`config.mk`:
```
export PLATFORM = sky130hd
export DESIGN_NAME = keyed_square_digraph_swap_unit_flat
export DESIGN_NICKNAME = d
export VERILOG_FILES = /design/src/kdsw_pkg.sv /design/src/kdsw_in_if.sv /design/src/kdsw_out_if.sv /design/src/keyed_square_digraph_swap_unit.sv /design/src/kdsw_ctrl.sv /design/src/kdsw_dp.sv /design/src/flat_wrapper.sv
export SDC_FILE = /design/constraint.sdc
export NUM_CORES = 1
export LEC_CHECK = 0
export BUFFER_PORTS_ARGS = -buffer_cell sky130_fd_sc_hd__buf_2
export CAP_MARGIN = 20
export CORE_ASPECT_RATIO = 1.75
export CORE_MARGIN = 2
export CORE_UTILIZATION = 65
export CTS_CLUSTER_DIAMETER = 80
export CTS_CLUSTER_SIZE = 20
export DETAILED_ROUTE_END_ITERATION = 10
export PLACE_DENSITY = 0.91
export SYNTH_ARGS = -nofsm -noshare
export SYNTH_HDL_FRONTEND = slang
export SYNTH_HIERARCHICAL = 1
export SYNTH_SLANG_ARGS = --single-unit
```
`constraint.sdc`:
```
create_clock -name clk -period 15.3 [get_ports clk]
set_input_delay 3.06 -clock clk [delete_from_list [all_inputs] [get_ports clk]]
set_output_delay 3.06 -clock clk [all_outputs]
set_load 0.005 [all_outputs]
```
`src/kdsw_pkg.sv`:
```
// Package for the keyed square digraph swap unit: codes, constants, types
// and the character helper functions shared by controller, datapath and top.
// Depends on nothing.
`default_nettype none

package kdsw_pkg;

  // Function codes carried with every input word.
  localparam logic [2:0] FN_CLEAR  = 3'd0;
  localparam logic [2:0] FN_KEY    = 3'd1;
  localparam logic [2:0] FN_FINISH = 3'd2;
  localparam logic [2:0] FN_TEXT   = 3'd3;
  localparam logic [2:0] FN_END    = 3'd4;

  // Square geometry.
  localparam int SIDE    = 5;
  localparam int CELLS   = SIDE * SIDE;
  localparam int LETTERS = 26;

  // Character constants.
  localparam logic [7:0] CHAR_A    = 8'h41;
  localparam logic [7:0] CHAR_Z    = 8'h5A;
  localparam logic [7:0] CHAR_LA   = 8'h61;
  localparam logic [7:0] CHAR_LZ   = 8'h7A;
  localparam logic [7:0] CHAR_I    = 8'h49;
  localparam logic [7:0] CHAR_J    = 8'h4A;
  localparam logic [7:0] CASE_OFS  = 8'd32;

  // Letter indexes (A is zero).
  localparam logic [4:0] IDX_I     = 5'd8;
  localparam logic [4:0] IDX_J     = 5'd9;
  localparam logic [4:0] IDX_LAST  = 5'(LETTERS - 1);
  localparam logic [4:0] FILL_FULL = 5'(CELLS);

  typedef enum logic [2:0] {
    ST_IDLE,
    ST_WALK,
    ST_LOOKUP,
    ST_OUT_A,
    ST_OUT_B,
    ST_OUT_RAW
  } state_t;

  typedef enum logic [1:0] {
    SEL_A,
    SEL_B,
    SEL_RAW
  } out_sel_t;

  // Commands from the controller to the datapath.
  typedef struct packed {
    logic     accept;
    logic     walk;
    logic     lookup;
    out_sel_t sel;
  } cmd_t;

  // Status from the datapath to the controller.
  typedef struct packed {
    logic held_valid;
    logic walk_last;
  } stat_t;

  typedef struct packed {
    logic [2:0] row;
    logic [2:0] col;
  } rc_t;

  // Uppercase a-z only, then fold J onto I.
  function automatic logic [7:0] norm_char(input logic [7:0] c);
    logic [7:0] r;
    r = c;
    if (c >= CHAR_LA && c <= CHAR_LZ) begin
      r = c - CASE_OFS;
    end
    if (r == CHAR_J) begin
      r = CHAR_I;
    end
    return r;
  endfunction

  function automatic logic is_letter(input logic [7:0] c);
    return (c >= CHAR_A) && (c <= CHAR_Z);
  endfunction

  // Letter index of an uppercase letter; zero for anything else.
  function automatic logic [4:0] letter_index(input logic [7:0] c);
    logic [7:0] d;
    d = c - CHAR_A;
    return is_letter(c) ? d[4:0] : 5'd0;
  endfunction

  function automatic logic [7:0] letter_char(input logic [4:0] v);
    return CHAR_A + {3'b000, v};
  endfunction

  // Split a square position (0 to 24) into row and column.
  function automatic rc_t split_pos(input logic [4:0] p);
    rc_t        r;
    logic [4:0] rem;
    if (p >= 5'd20) begin
      r.row = 3'd4;
      rem   = p - 5'd20;
    end else if (p >= 5'd15) begin
      r.row = 3'd3;
      rem   = p - 5'd15;
    end else if (p >= 5'd10) begin
      r.row = 3'd2;
      rem   = p - 5'd10;
    end else if (p >= 5'd5) begin
      r.row = 3'd1;
      rem   = p - 5'd5;
    end else begin
      r.row = 3'd0;
      rem   = p;
    end
    r.col = rem[2:0];
    return r;
  endfunction

  // Position of (row, col): row * 5 + col.
  function automatic logic [4:0] cell_index(input logic [2:0] row, input logic [2:0] col);
    return {row, 2'b00} + {2'b00, row} + {2'b00, col};
  endfunction

endpackage

`default_nettype wire

```
`src/kdsw_in_if.sv`:
```
// Input channel of the keyed square digraph swap unit: valid, ready and
// the function code with its byte. Depends on nothing.
`default_nettype none

interface kdsw_in_if;
  logic       valid;
  logic       ready;
  logic [2:0] func;
  logic [7:0] in_char;

  modport source (output valid, output func, output in_char, input ready);
  modport sink (input valid, input func, input in_char, output ready);
endinterface

`default_nettype wire

```
`src/kdsw_out_if.sv`:
```
// Result channel of the keyed square digraph swap unit: valid, ready, the
// output byte and the last flag. Depends on nothing.
`default_nettype none

interface kdsw_out_if;
  logic       valid;
  logic       ready;
  logic [7:0] out_char;
  logic       last;

  modport source (output valid, output out_char, output last, input ready);
  modport sink (input valid, input out_char, input last, output ready);
endinterface

`default_nettype wire

```
`src/keyed_square_digraph_swap_unit.sv`:
```
// Keyed square digraph swap unit. Clear, key, first text byte and empty end words
// give no result; finish key walks the alphabet in the walk state; a raw end byte
// shows in the cycle after acceptance. A second text byte gives its first result
// after the position and corner reads, its second in the cycle after the first is taken.
// Throughput: one word per cycle for words with no result other than finish key;
// otherwise the next word waits until all results are taken. Reset (synchronous) empties the square.
`default_nettype none

module keyed_square_digraph_swap_unit import kdsw_pkg::*; (
  input  logic            clk,
  input  logic            rst_n,
  kdsw_in_if.sink         in_bus,
  kdsw_out_if.source      out_bus
);

  // The controller owns the handshakes and sequencing; the datapath holds
  // the square, its inverse map of letter positions and the result bytes.
  // A text pair goes through two memory reads: first the positions of both
  // letters, then the two opposite corners of their rectangle.
  cmd_t  cmd;
  stat_t stat;

  kdsw_ctrl u_ctrl (
    .clk       (clk),
    .rst_n     (rst_n),
    .in_valid  (in_bus.valid),
    .in_func   (in_bus.func),
    .in_ready  (in_bus.ready),
    .out_valid (out_bus.valid),
    .out_last  (out_bus.last),
    .out_ready (out_bus.ready),
    .stat      (stat),
    .cmd       (cmd)
  );

  kdsw_dp u_dp (
    .clk      (clk),
    .rst_n    (rst_n),
    .in_func  (in_bus.func),
    .in_char  (in_bus.in_char),
    .cmd      (cmd),
    .stat     (stat),
    .out_char (out_bus.out_char)
  );

`ifndef NO_ASSERTIONS
  // The block never offers a result while it takes a new word.
  a_no_overlap: assert property (@(posedge clk) disable iff (!rst_n)
    out_bus.valid |-> !in_bus.ready)
    else $error("input taken while a result is pending");

  // The first byte of a pair is always followed by the closing one.
  a_pair_second: assert property (@(posedge clk) disable iff (!rst_n)
    (out_bus.valid && out_bus.ready && !out_bus.last) |=> (out_bus.valid && out_bus.last))
    else $error("pair result missing its second byte");

  // A lone text byte is held for the next one.
  a_hold: assert property (@(posedge clk) disable iff (!rst_n)
    (in_bus.valid && in_bus.ready && in_bus.func == FN_TEXT && !stat.held_valid)
      |=> stat.held_valid)
    else $error("text byte not held");

  // End of text with a held byte gives a single final result.
  a_raw: assert property (@(posedge clk) disable iff (!rst_n)
    (in_bus.valid && in_bus.ready && in_bus.func == FN_END && stat.held_valid)
      |=> (out_bus.valid && out_bus.last))
    else $error("held byte not flushed at end of text");
`endif

endmodule

`default_nettype wire

```
`src/kdsw_ctrl.sv`:
```
// Controller state machine of the keyed square digraph swap unit.
// Depends on kdsw_pkg.
`default_nettype none

module kdsw_ctrl import kdsw_pkg::*; (
  input  logic       clk,
  input  logic       rst_n,
  input  logic       in_valid,
  input  logic [2:0] in_func,
  output logic       in_ready,
  output logic       out_valid,
  output logic       out_last,
  input  logic       out_ready,
  input  stat_t      stat,
  output cmd_t       cmd
);

  state_t state_r;
  state_t state_nxt;

  always_ff @(posedge clk) begin
    if (!rst_n) begin
      state_r <= ST_IDLE;
    end else begin
      state_r <= state_nxt;
    end
  end

  always_comb begin
    state_nxt  = state_r;
    in_ready   = 1'b0;
    out_valid  = 1'b0;
    out_last   = 1'b0;
    cmd.accept = 1'b0;
    cmd.walk   = 1'b0;
    cmd.lookup = 1'b0;
    cmd.sel    = SEL_A;
    unique case (state_r)
      ST_IDLE: begin
        in_ready   = 1'b1;
        cmd.accept = in_valid;
        if (in_valid) begin
          if (in_func == FN_FINISH) begin
            state_nxt = ST_WALK;
          end else if (in_func == FN_TEXT && stat.held_valid) begin
            state_nxt = ST_LOOKUP;
          end else if (in_func == FN_END && stat.held_valid) begin
            state_nxt = ST_OUT_RAW;
          end
        end
      end
      ST_WALK: begin
        cmd.walk = 1'b1;
        if (stat.walk_last) begin
          state_nxt = ST_IDLE;
        end
      end
      ST_LOOKUP: begin
        cmd.lookup = 1'b1;
        state_nxt  = ST_OUT_A;
      end
      ST_OUT_A: begin
        out_valid = 1'b1;
        cmd.sel   = SEL_A;
        if (out_ready) begin
          state_nxt = ST_OUT_B;
        end
      end
      ST_OUT_B: begin
        out_valid = 1'b1;
        out_last  = 1'b1;
        cmd.sel   = SEL_B;
        if (out_ready) begin
          state_nxt = ST_IDLE;
        end
      end
      ST_OUT_RAW: begin
        out_valid = 1'b1;
        out_last  = 1'b1;
        cmd.sel   = SEL_RAW;
        if (out_ready) begin
          state_nxt = ST_IDLE;
        end
      end
      default: begin
        state_nxt = ST_IDLE;
      end
    endcase
  end

endmodule

`default_nettype wire

```
`src/kdsw_dp.sv`:
```
// Datapath of the keyed square digraph swap unit: square and letter
// position memories, letter marks, held byte and result registers.
// Depends on kdsw_pkg.
`default_nettype none

module kdsw_dp import kdsw_pkg::*; (
  input  logic       clk,
  input  logic       rst_n,
  input  logic [2:0] in_func,
  input  logic [7:0] in_char,
  input  cmd_t       cmd,
  output stat_t      stat,
  output logic [7:0] out_char
);

  // Square entries hold letter indexes; the position memory is its inverse.
  logic [4:0]  sq_mem  [0:CELLS-1];
  logic [4:0]  pos_mem [0:LETTERS-1];

  logic [4:0]  fill_r;
  logic [25:0] present_r;
  logic [7:0]  held_char_r;
  logic        held_valid_r;
  logic [4:0]  walk_r;

  logic [7:0]  a_r;
  logic [7:0]  b_r;
  logic        hit_r;
  logic [7:0]  raw_r;
  logic [4:0]  pos1_r;
  logic [4:0]  pos2_r;
  logic [4:0]  sq1_r;
  logic [4:0]  sq2_r;

  logic [7:0]  key_n;
  logic [7:0]  a_n;
  logic [7:0]  b_n;
  logic [4:0]  ia;
  logic [4:0]  ib;
  logic        hit_nxt;
  logic [4:0]  walk_idx;
  logic        add_req;
  logic [4:0]  add_idx;
  logic        add_en;
  logic        do_pair;
  logic        do_hold;
  logic        do_raw;
  logic        do_clear;
  rc_t         rc1;
  rc_t         rc2;

  assign key_n   = norm_char(in_char);
  assign a_n     = norm_char(held_char_r);
  assign b_n     = norm_char(in_char);
  assign ia      = letter_index(a_n);
  assign ib      = letter_index(b_n);
  assign hit_nxt = is_letter(a_n) && present_r[ia] && is_letter(b_n) && present_r[ib];

  assign walk_idx = (walk_r == IDX_J) ? IDX_I : walk_r;

  assign do_clear = cmd.accept && (in_func == FN_CLEAR);
  assign do_hold  = cmd.accept && (in_func == FN_TEXT) && !held_valid_r;
  assign do_pair  = cmd.accept && (in_func == FN_TEXT) && held_valid_r;
  assign do_raw   = cmd.accept && (in_func == FN_END) && held_valid_r;

  always_comb begin
    add_req = 1'b0;
    add_idx = walk_idx;
    if (cmd.walk) begin
      add_req = 1'b1;
    end else if (cmd.accept && in_func == FN_KEY) begin
      add_req = is_letter(key_n);
      add_idx = letter_index(key_n);
    end
  end

  assign add_en = add_req && (fill_r < FILL_FULL) && !present_r[add_idx];

  always_ff @(posedge clk) begin
    if (!rst_n) begin
      fill_r       <= '0;
      present_r    <= '0;
      held_char_r  <= '0;
      held_valid_r <= 1'b0;
      walk_r       <= '0;
    end else begin
      if (do_clear) begin
        fill_r       <= '0;
        present_r    <= '0;
        held_char_r  <= '0;
        held_valid_r <= 1'b0;
      end else begin
        if (add_en) begin
          fill_r             <= fill_r + 5'd1;
          present_r[add_idx] <= 1'b1;
        end
        if (do_hold) begin
          held_char_r  <= in_char;
          held_valid_r <= 1'b1;
        end else if (do_pair || do_raw) begin
          held_char_r  <= '0;
          held_valid_r <= 1'b0;
        end
      end
      if (cmd.accept && in_func == FN_FINISH) begin
        walk_r <= '0;
      end else if (cmd.walk) begin
        walk_r <= walk_r + 5'd1;
      end
    end
  end

  // Memory writes on append.
  always_ff @(posedge clk) begin
    if (add_en) begin
      sq_mem[fill_r]   <= add_idx;
      pos_mem[add_idx] <= fill_r;
    end
  end

  // Pair capture and position reads.
  always_ff @(posedge clk) begin
    if (do_pair) begin
      a_r    <= a_n;
      b_r    <= b_n;
      hit_r  <= hit_nxt;
      pos1_r <= pos_mem[ia];
      pos2_r <= pos_mem[ib];
    end
    if (do_raw) begin
      raw_r <= held_char_r;
    end
  end

  assign rc1 = split_pos(pos1_r);
  assign rc2 = split_pos(pos2_r);

  // Opposite corner reads.
  always_ff @(posedge clk) begin
    if (cmd.lookup) begin
      sq1_r <= sq_mem[cell_index(rc1.row, rc2.col)];
      sq2_r <= sq_mem[cell_index(rc2.row, rc1.col)];
    end
  end

  always_comb begin
    unique case (cmd.sel)
      SEL_A:   out_char = hit_r ? letter_char(sq1_r) : a_r;
      SEL_B:   out_char = hit_r ? letter_char(sq2_r) : b_r;
      SEL_RAW: out_char = raw_r;
      default: out_char = raw_r;
    endcase
  end

  assign stat.held_valid = held_valid_r;
  assign stat.walk_last  = (walk_r == IDX_LAST);

endmodule

`default_nettype wire
```
`src/flat_wrapper.sv`:
```
// flat-port wrapper written by rule: the top's interface ports become plain ports
module keyed_square_digraph_swap_unit_flat import kdsw_pkg::*;
  (clk, rst_n, in_bus_valid, in_bus_func, in_bus_in_char, in_bus_ready, out_bus_valid, out_bus_out_char, out_bus_last, out_bus_ready);
  kdsw_in_if in_bus_i ();
  kdsw_out_if out_bus_i ();
  input  logic clk;
  input  logic rst_n;
  input wire logic [$bits(in_bus_i.valid)-1:0] in_bus_valid;
  input wire logic [$bits(in_bus_i.func)-1:0] in_bus_func;
  input wire logic [$bits(in_bus_i.in_char)-1:0] in_bus_in_char;
  output wire logic [$bits(in_bus_i.ready)-1:0] in_bus_ready;
  output wire logic [$bits(out_bus_i.valid)-1:0] out_bus_valid;
  output wire logic [$bits(out_bus_i.out_char)-1:0] out_bus_out_char;
  output wire logic [$bits(out_bus_i.last)-1:0] out_bus_last;
  input wire logic [$bits(out_bus_i.ready)-1:0] out_bus_ready;
  assign in_bus_i.valid = in_bus_valid;
  assign in_bus_i.func = in_bus_func;
  assign in_bus_i.in_char = in_bus_in_char;
  assign in_bus_ready = in_bus_i.ready;
  assign out_bus_valid = out_bus_i.valid;
  assign out_bus_out_char = out_bus_i.out_char;
  assign out_bus_last = out_bus_i.last;
  assign out_bus_i.ready = out_bus_ready;
  keyed_square_digraph_swap_unit u_core (.clk(clk), .rst_n(rst_n), .in_bus(in_bus_i), .out_bus(out_bus_i));
endmodule
```
==> results of run 1 <==
-- synthesized netlist by cell type (all sizes together), types with 36 or more instances --
library cell	instances	area share, %
a21oi	57	1.6
buf	36	1.2
clkbuf	69	1.4
dfxtp	48	5.1
edfxtp	300	48
ha	43	2.8
inv	43	0.87
mux2i	64	3.4
mux4	75	8.9
nand2	216	4.4
nand3	68	1.8
nor2	72	1.5
nor3	51	1.4
o21ai	46	1.2
-- metrics by stage --
step | area [um^2] | setup WS, ps | power, uW | utilization, %
floorplan | 18900 | 8180 | 1160 | -
global placement | 19300 | 7620 | 1210 | 67.4
detailed placement | 19300 | 7430 | 1210 | 67.5
CTS | 19900 | 8000 | 1760 | 69.6
global route | 20000 | 7650 | 1810 | 69.9
finish | 20000 | 7880 | 1770 | 69.9
-- critical path: stages --
cell       delay [ps]
buf_2             190
inv_1              90
ha_1              270
or4b_4            250
a21o_1            140
o2111ai_2         410
o31a_4            580
inv_4             420
mux2_1            370
a22o_1            270
nor4_4            390
nand2_4           370
nor3_1            730
-- layer usage --
layer	vias to the layer above	track usage, %
li1	6029	-
met1	7114	43.6
met2	1450	67.4
met3	501	9.76
met4	2	34.3
met5	-	0
-- sequential cells by signal (all words and copies together) (netlist names) --
signal and flops:
u_core/u_dp/a_r 8, u_core/u_dp/present_r 26, u_core/u_dp/pos1_r 5, u_core/u_dp/pos_mem 130
u_core/u_dp/fill_r 5, u_core/u_dp/hit_r 1, u_core/u_dp/raw_r 8, u_core/u_dp/pos2_r 5
u_core/u_dp/sq2_r 5, u_core/u_dp/sq_mem 125, u_core/u_dp/held_char_r 8, u_core/u_dp/sq1_r 5
u_core/u_dp/b_r 8, u_core/u_dp/held_valid_r 1, u_core/u_dp/walk_r 5, u_core/u_ctrl/state_r 3
-- layout make-up --
class                      instances  area share (%)
inverter                          43           0.819
clock buffer                      36            2.91
multi-input combinational       1058            41.6
timing repair buffer              68            2.36
clock inverter                     1          0.0813
tap                              378            2.36
antenna                            3          0.0375
sequential                       348            49.8
-- report_power, final --
part,total [uW],leakage [uW],internal (uW),switching [uW]
Combinational,170,0.00354,47.7,122
Sequential,1040,0.00326,1030,6.27
Clock,566,0.000283,262,304
-- path summary, 6_finish.rpt --
kind              depth (start not counted)                               endpoint  slack, ps                                     from
setup / recovery                         13    u_core/u_dp/pos_mem[9][2]$_DFFE_PP_       7880                        in_bus_in_char[0]
hold / removal                            2  u_core/u_dp/present_r[9]$_SDFFE_PP0P_        530    u_core/u_dp/present_r[9]$_SDFFE_PP0P_
setup reg to reg                         14        u_core/u_dp/pos1_r[3]$_DFFE_PP_       9300  u_core/u_dp/held_char_r[2]$_SDFFE_PP0P_
hold reg to reg                           2  u_core/u_dp/present_r[9]$_SDFFE_PP0P_        530    u_core/u_dp/present_r[9]$_SDFFE_PP0P_
-- cell families after synthesis --
family / count (synthesis) / share of synthesized area (%)
AOI/OAI and AO/OA: 320 / 13.1
xor gates and xnor gates: 25 / 1.16
adders and majority gates: 46 / 3.17
and+or+nand+nor: 513 / 13.1
DFF: 348 / 52.8
buffers and inverters: 148 / 3.41
muxes: 154 / 13.2
==> results.yml, run 1 <==
status:
  outcome: "completed"
clock_tree:
  holdBufCountCts: 0
  h-tree-depth: 1
  clock_sinks: 348
  clock-root-buffer: "clkbuf_16"
  cts_tree: "done"
  path_clk_slew_ps: 90
  cts-resized-gates: 0
  numCtsBuffers: 21
  cts_setup_buffers: 0
  cts_buffer_depth: 3
  insertion_delay_ps: 550
sta:
  hold_ws_ps: 529
  hold_viol: 0
  max_freq_mhz: 135
  period_needed_ps: 7420
  maxSlewViolCount: 0
  tightest_slew_ps: 1090
  tns_ps: 0
  rsz0062_at_grt: "false"
  clock_skew_ps: 23.2
  slew_headroom_pct: 26.5
  post-route-period-util_pct: 48.5
  setup_viol: 0
grt:
  antenna_found_initial: 4
  gr-usage-all-layers_pct: 40.7
  grt_pass1_wl_mm: 91.7
  grt-ovfl-total: 0
  grt_max_degree: 44
  grt_pass1_vias: 14700
worst_setup_path:
  crit_required_ps: 15480
  endpoint_kind: "register"
  startpoint_type: "input port"
  worst-setup-path-type: "in -> reg"
  crit_fanout: 43
  cp.arrival_ps: 7600
drt:
  drc_errors: 0
  wl_met2_mm: 29.5
  drt_iter0_markers: 2333
  ant_nets: 0
  post_drt_via_cell_ratio: 7.80
  top_layer: "met5"
  met1_length_mm: 18.2
  firstDrtPassIters: 7
  wl_met3_mm: 6.77
  wl_mm: 61.9
  wl_per_cell_um: 32.0
  num_vias: 15100
placement:
  io_buffers: 25
  dp_hpwl_mm: 41.1
  numPlacedInstances: 1887
  gp_congestion: 1.08
cells_and_area:
  area_growth_pct: 6.01
  final_net_count: 1601
  layout_commonest_cell: "edfxtp_1"
  final_cell_mix: "300 x edfxtp_1, 213 x nand2_1, 75 x mux4_2, 70 x nor2_1, 66 x nand3_1"
  fill_cells: 1866
  layout.cells.non_filler: 1935
  drive_gt1_share_pct: 14.8
  multi_input_area_um2: 8330
  regArea_um2: 9970
synthesis:
  synth_fp_nets: 1615
  yosys_warnings: 6
  synth_flop_cell: "edfxtp_1"
  synth_area_per_cell_um2: 12.1
  async_flop_share_pct: 0
  seq_area_frac_synth_pct: 52.8
  ys_types: 98
  syn_area_um2: 18900
  ys_ff_latch: 348
  syn_inst: 1554
  synth_enable_flop_cells: 300
die:
  die_y_um: 229
  core-area_um2: 28600
  initial_utilization_pct: 65.9
  rows: 82
  die_x_um: 133
  boundaryPins: 26
  dieArea_um2: 30500
hold_path:
  hp-class: "reg -> reg"
flow_run:
  maxCapViolations: 0
power_and_ir_drop:
  ir_worst_vdd_mv: 0.0897
  cellLeakagePower_uw: 0.00709
  power_density_nw_per_um2: 88.5
Power figures use the tool's default switching activity.
==> inputs of run 2 (changes only) <==
--- a/config.mk
+++ b/config.mk
@@ -5,15 +5,16 @@
 export SDC_FILE = /design/constraint.sdc
 export NUM_CORES = 1
 export LEC_CHECK = 0
+export ABC_AREA = 1
 export BUFFER_PORTS_ARGS = -buffer_cell sky130_fd_sc_hd__buf_2
 export CAP_MARGIN = 20
 export CORE_ASPECT_RATIO = 1.75
 export CORE_MARGIN = 2
-export CORE_UTILIZATION = 65
+export CORE_UTILIZATION = 64
 export CTS_CLUSTER_DIAMETER = 80
 export CTS_CLUSTER_SIZE = 20
 export DETAILED_ROUTE_END_ITERATION = 10
-export PLACE_DENSITY = 0.91
+export PLACE_DENSITY = 0.9
 export SYNTH_ARGS = -nofsm -noshare
 export SYNTH_HDL_FRONTEND = slang
 export SYNTH_HIERARCHICAL = 1
==> constraint.sdc (replaced) <==
create_clock -name clk -period 7 [get_ports clk]
set_input_delay 1.4 -clock clk [delete_from_list [all_inputs] [get_ports clk]]
set_output_delay 1.4 -clock clk [all_outputs]
set_load 0.005 [all_outputs]
==> run 2 against run 1 <==
  * Routed wire length increased by 4.4%
  * Critical path depth increased by 5
  * Clock-buffer cell count unchanged
  * Sequential share of layout area decreased by 0.68 points
  * Total power increased by 130%
  * Cell count increased by 32%
  * Hold slack got worse by 52 ps
  * Highest routed layer unchanged
==> results.yml, run 2 <==
status:
  outcome: "completed"
worst_setup_path:
  cp.buffers_inverters: 2
  startpoint_type: "register"
  endpoint_kind: "register"
  cp_cell_sequence: "inv_1 > ha_1 > nand2_1 > nand2_1 > a211oi_1 > mux2_2 > o211ai_1 > o211ai_1 > o21ai_0 > ha_1 > ha_1 > fa_1 > or2_2 > nand2_1 > clkinv_1 > a21oi_1 > a21oi_1 > o21ai_0"
  worst-setup-path-type: "reg -> reg"
  crit_required_ps: 7330
  r2r_slack_ps: 1270
  cp_top_family: "compound AO/OA/AOI/OAI gates"
  crit_fanout: 17
  crit_slowest_cell: "a21oi_1"
  cp_slowest_stage_delay_ps: 590
  cp.arrival_ps: 6060
die:
  dieArea_um2: 31500
  boundaryPins: 26
  die_x_um: 135
  core-area_um2: 29800
  rows: 84
  initial_utilization_pct: 64.5
  die_y_um: 233
clock_tree:
  numCtsBuffers: 21
  insertion_delay_ps: 570
  path_clk_slew_ps: 90
  cts_tree: "done"
  cts_buffer_depth: 3
  clock_sinks: 348
  h-tree-depth: 1
  holdBufCountCts: 0
  cts-resized-gates: 0
  clock-root-buffer: "clkbuf_16"
  cts_setup_buffers: 0
power_and_ir_drop:
  pwr-share-seq_pct: 56.6
  power_frac_clock_pct: 30.6
  switchingPower_uw: 1100
  power_density_nw_per_um2: 202
  p_int_uw: 2990
  sw_frac_of_total_pct: 26.8
  total_power_uw: 4090
  cellLeakagePower_uw: 0.00782
  p_comb_share_pct: 12.7
  ir_worst_vdd_mv: 0.221
synthesis:
  synth_flop_cell: "edfxtp_1"
  syn_area_um2: 19300
  yosysMostFrequentCell: "nand2_1"
  ys_top_cells_by_count: "336 x nand2_1, 300 x edfxtp_1, 275 x o21ai_0"
  synth_top_area_cell: "edfxtp_1"
  synth_area_per_cell_um2: 8.83
  synth_area_leaders: "edfxtp_1 47%, o21ai_0 7.1%, nand2_1 6.6%, dfxtp_1 5.0%, inv_1 4.5%"
  yosys_warnings: 6
  ys_types: 55
  yosysTopAreaCellShare_pct: 46.8
  synth_enable_flop_cells: 300
  ys_ff_latch: 348
  syn_inst: 2179
  synth_fp_nets: 2240
  async_flop_share_pct: 0
  seq_area_frac_synth_pct: 51.8
drt:
  num_vias: 17000
  post_drt_via_cell_ratio: 6.67
  firstDrtPassIters: 8
  drt_iter0_markers: 2549
  wl_mm: 64.6
  ant_nets: 0
  wl_per_cell_um: 25.3
  drc_errors: 0
grt:
  antenna_found_initial: 5
  grt_max_degree: 73
  grt_pass1_vias: 16700
  grt_pass1_wl_mm: 96.2
  grt-ovfl-total: 0
  gr-usage-all-layers_pct: 41.3
flow_run:
  maxCapViolations: 0
sta:
  post-route-period-util_pct: 81.8
  tns_ps: 0
  rsz0062_at_grt: "false"
  slew_headroom_pct: 22.7
  hold_viol: 0
  tightest_slew_ps: 1150
  setup_viol: 0
  maxSlewViolCount: 0
  max_freq_mhz: 175
  period_needed_ps: 5730
  clock_skew_ps: 31.4
cells_and_area:
  area_growth_pct: 5.41
  regArea_um2: 9970
  final_net_count: 2205
  regMostFlops: "u_core/u_dp/pos_mem"
  fill_cells: 2372
  reg.largest.list: "u_core/u_dp/pos_mem x130, u_core/u_dp/sq_mem x125, u_core/u_dp/present_r x26"
  layout_commonest_cell: "nand2_1"
  multi_input_area_um2: 7860
  final_cell_mix: "336 x nand2_1, 300 x edfxtp_1, 275 x o21ai_0, 230 x inv_1, 224 x nor2_1"
  drive_gt1_share_pct: 8.57
  largest_register_ffs: 130
placement:
  gp_congestion: 1.13
  dp_hpwl_mm: 44.9
  io_buffers: 25
hold_path:
  hp-class: "reg -> reg"
-- run 2: layout make-up --
cell class                 count  share of cell area (%)
inverter                     248                    4.59
tap                          387                    2.39
sequential                   348                    49.1
timing repair buffer          59                    2.10
clock inverter                 2                   0.123
clock buffer                  36                    2.87
multi-input combinational   1466                    38.7
antenna                        4                  0.0493
-- run 2: per-layer routing --
| layer | part of all wire (%) | vias up | wire (um) | track usage, % |
|---|---|---|---|---|
| met5 | 0.026 | - | 17 | 0 |
| met4 | 12 | 2 | 7590 | 38.7 |
| met3 | 9.5 | 448 | 6150 | 8.14 |
| met2 | 49 | 1186 | 31400 | 70.3 |
| met1 | 30 | 7872 | 19500 | 41.9 |
| li1 | - | 7501 | - | - |
-- run 2: cell families (layout without fill, tap and decap cells) --
| logic type | after synthesis | count (layout) | synth area share [%] |
|---|---|---|---|
| xor+xnor | 11 | 11 | 0.500 |
| flops | 348 | 348 | 51.8 |
| fa+ha+maj | 46 | 46 | 3.11 |
| other cells | 0 | 4 | 0 |
| simple gates | 786 | 786 | 18.4 |
| compound gates | 619 | 619 | 18.4 |
| mux | 4 | 4 | 0.214 |
| buf+inv | 365 | 345 | 7.50 |
-- run 2: metrics by stage --
step | hold slack [ps] | utilization, % | setup slack (ps) | area [um^2] | std cells
after floorplan | 406 | - | 2300 | 19300 | 2179
after global placement | 441 | 65.8 | 1530 | 19600 | 2506
after detailed placement | 441 | 65.8 | 1380 | 19600 | 2506
after CTS | 469 | 67.8 | 1560 | 20200 | 2544
after global routing | 493 | 68.0 | 1160 | 20300 | 2550
final | 477 | 68.0 | 1270 | 20300 | 2550
-- run 2: final timing paths --
kind / startpoint / to / cells past startpoint
setup / recovery: u_core/u_dp/pos1_r[1]$_DFFE_PP_ / u_core/u_dp/sq2_r[1]$_DFFE_PP_ / 18
hold / removal: u_core/u_dp/held_char_r[0]$_SDFFE_PP0P_ / u_core/u_dp/raw_r[0]$_DFFE_PP_ / 0
setup reg to reg: u_core/u_dp/pos1_r[1]$_DFFE_PP_ / u_core/u_dp/sq2_r[1]$_DFFE_PP_ / 18
hold reg to reg: u_core/u_dp/held_char_r[0]$_SDFFE_PP0P_ / u_core/u_dp/raw_r[0]$_DFFE_PP_ / 0
-- run 2: power groups by stage --
stage	registers [uW]	clock network [uW]	logic, uW
6_report	2320	1250	521
5_1_grt	2320	1330	549
4_1_cts	2320	1270	492
3_5_place_dp	2360	0	489
3_3_place_gp	2360	0	477
2_1_floorplan	2360	0	306
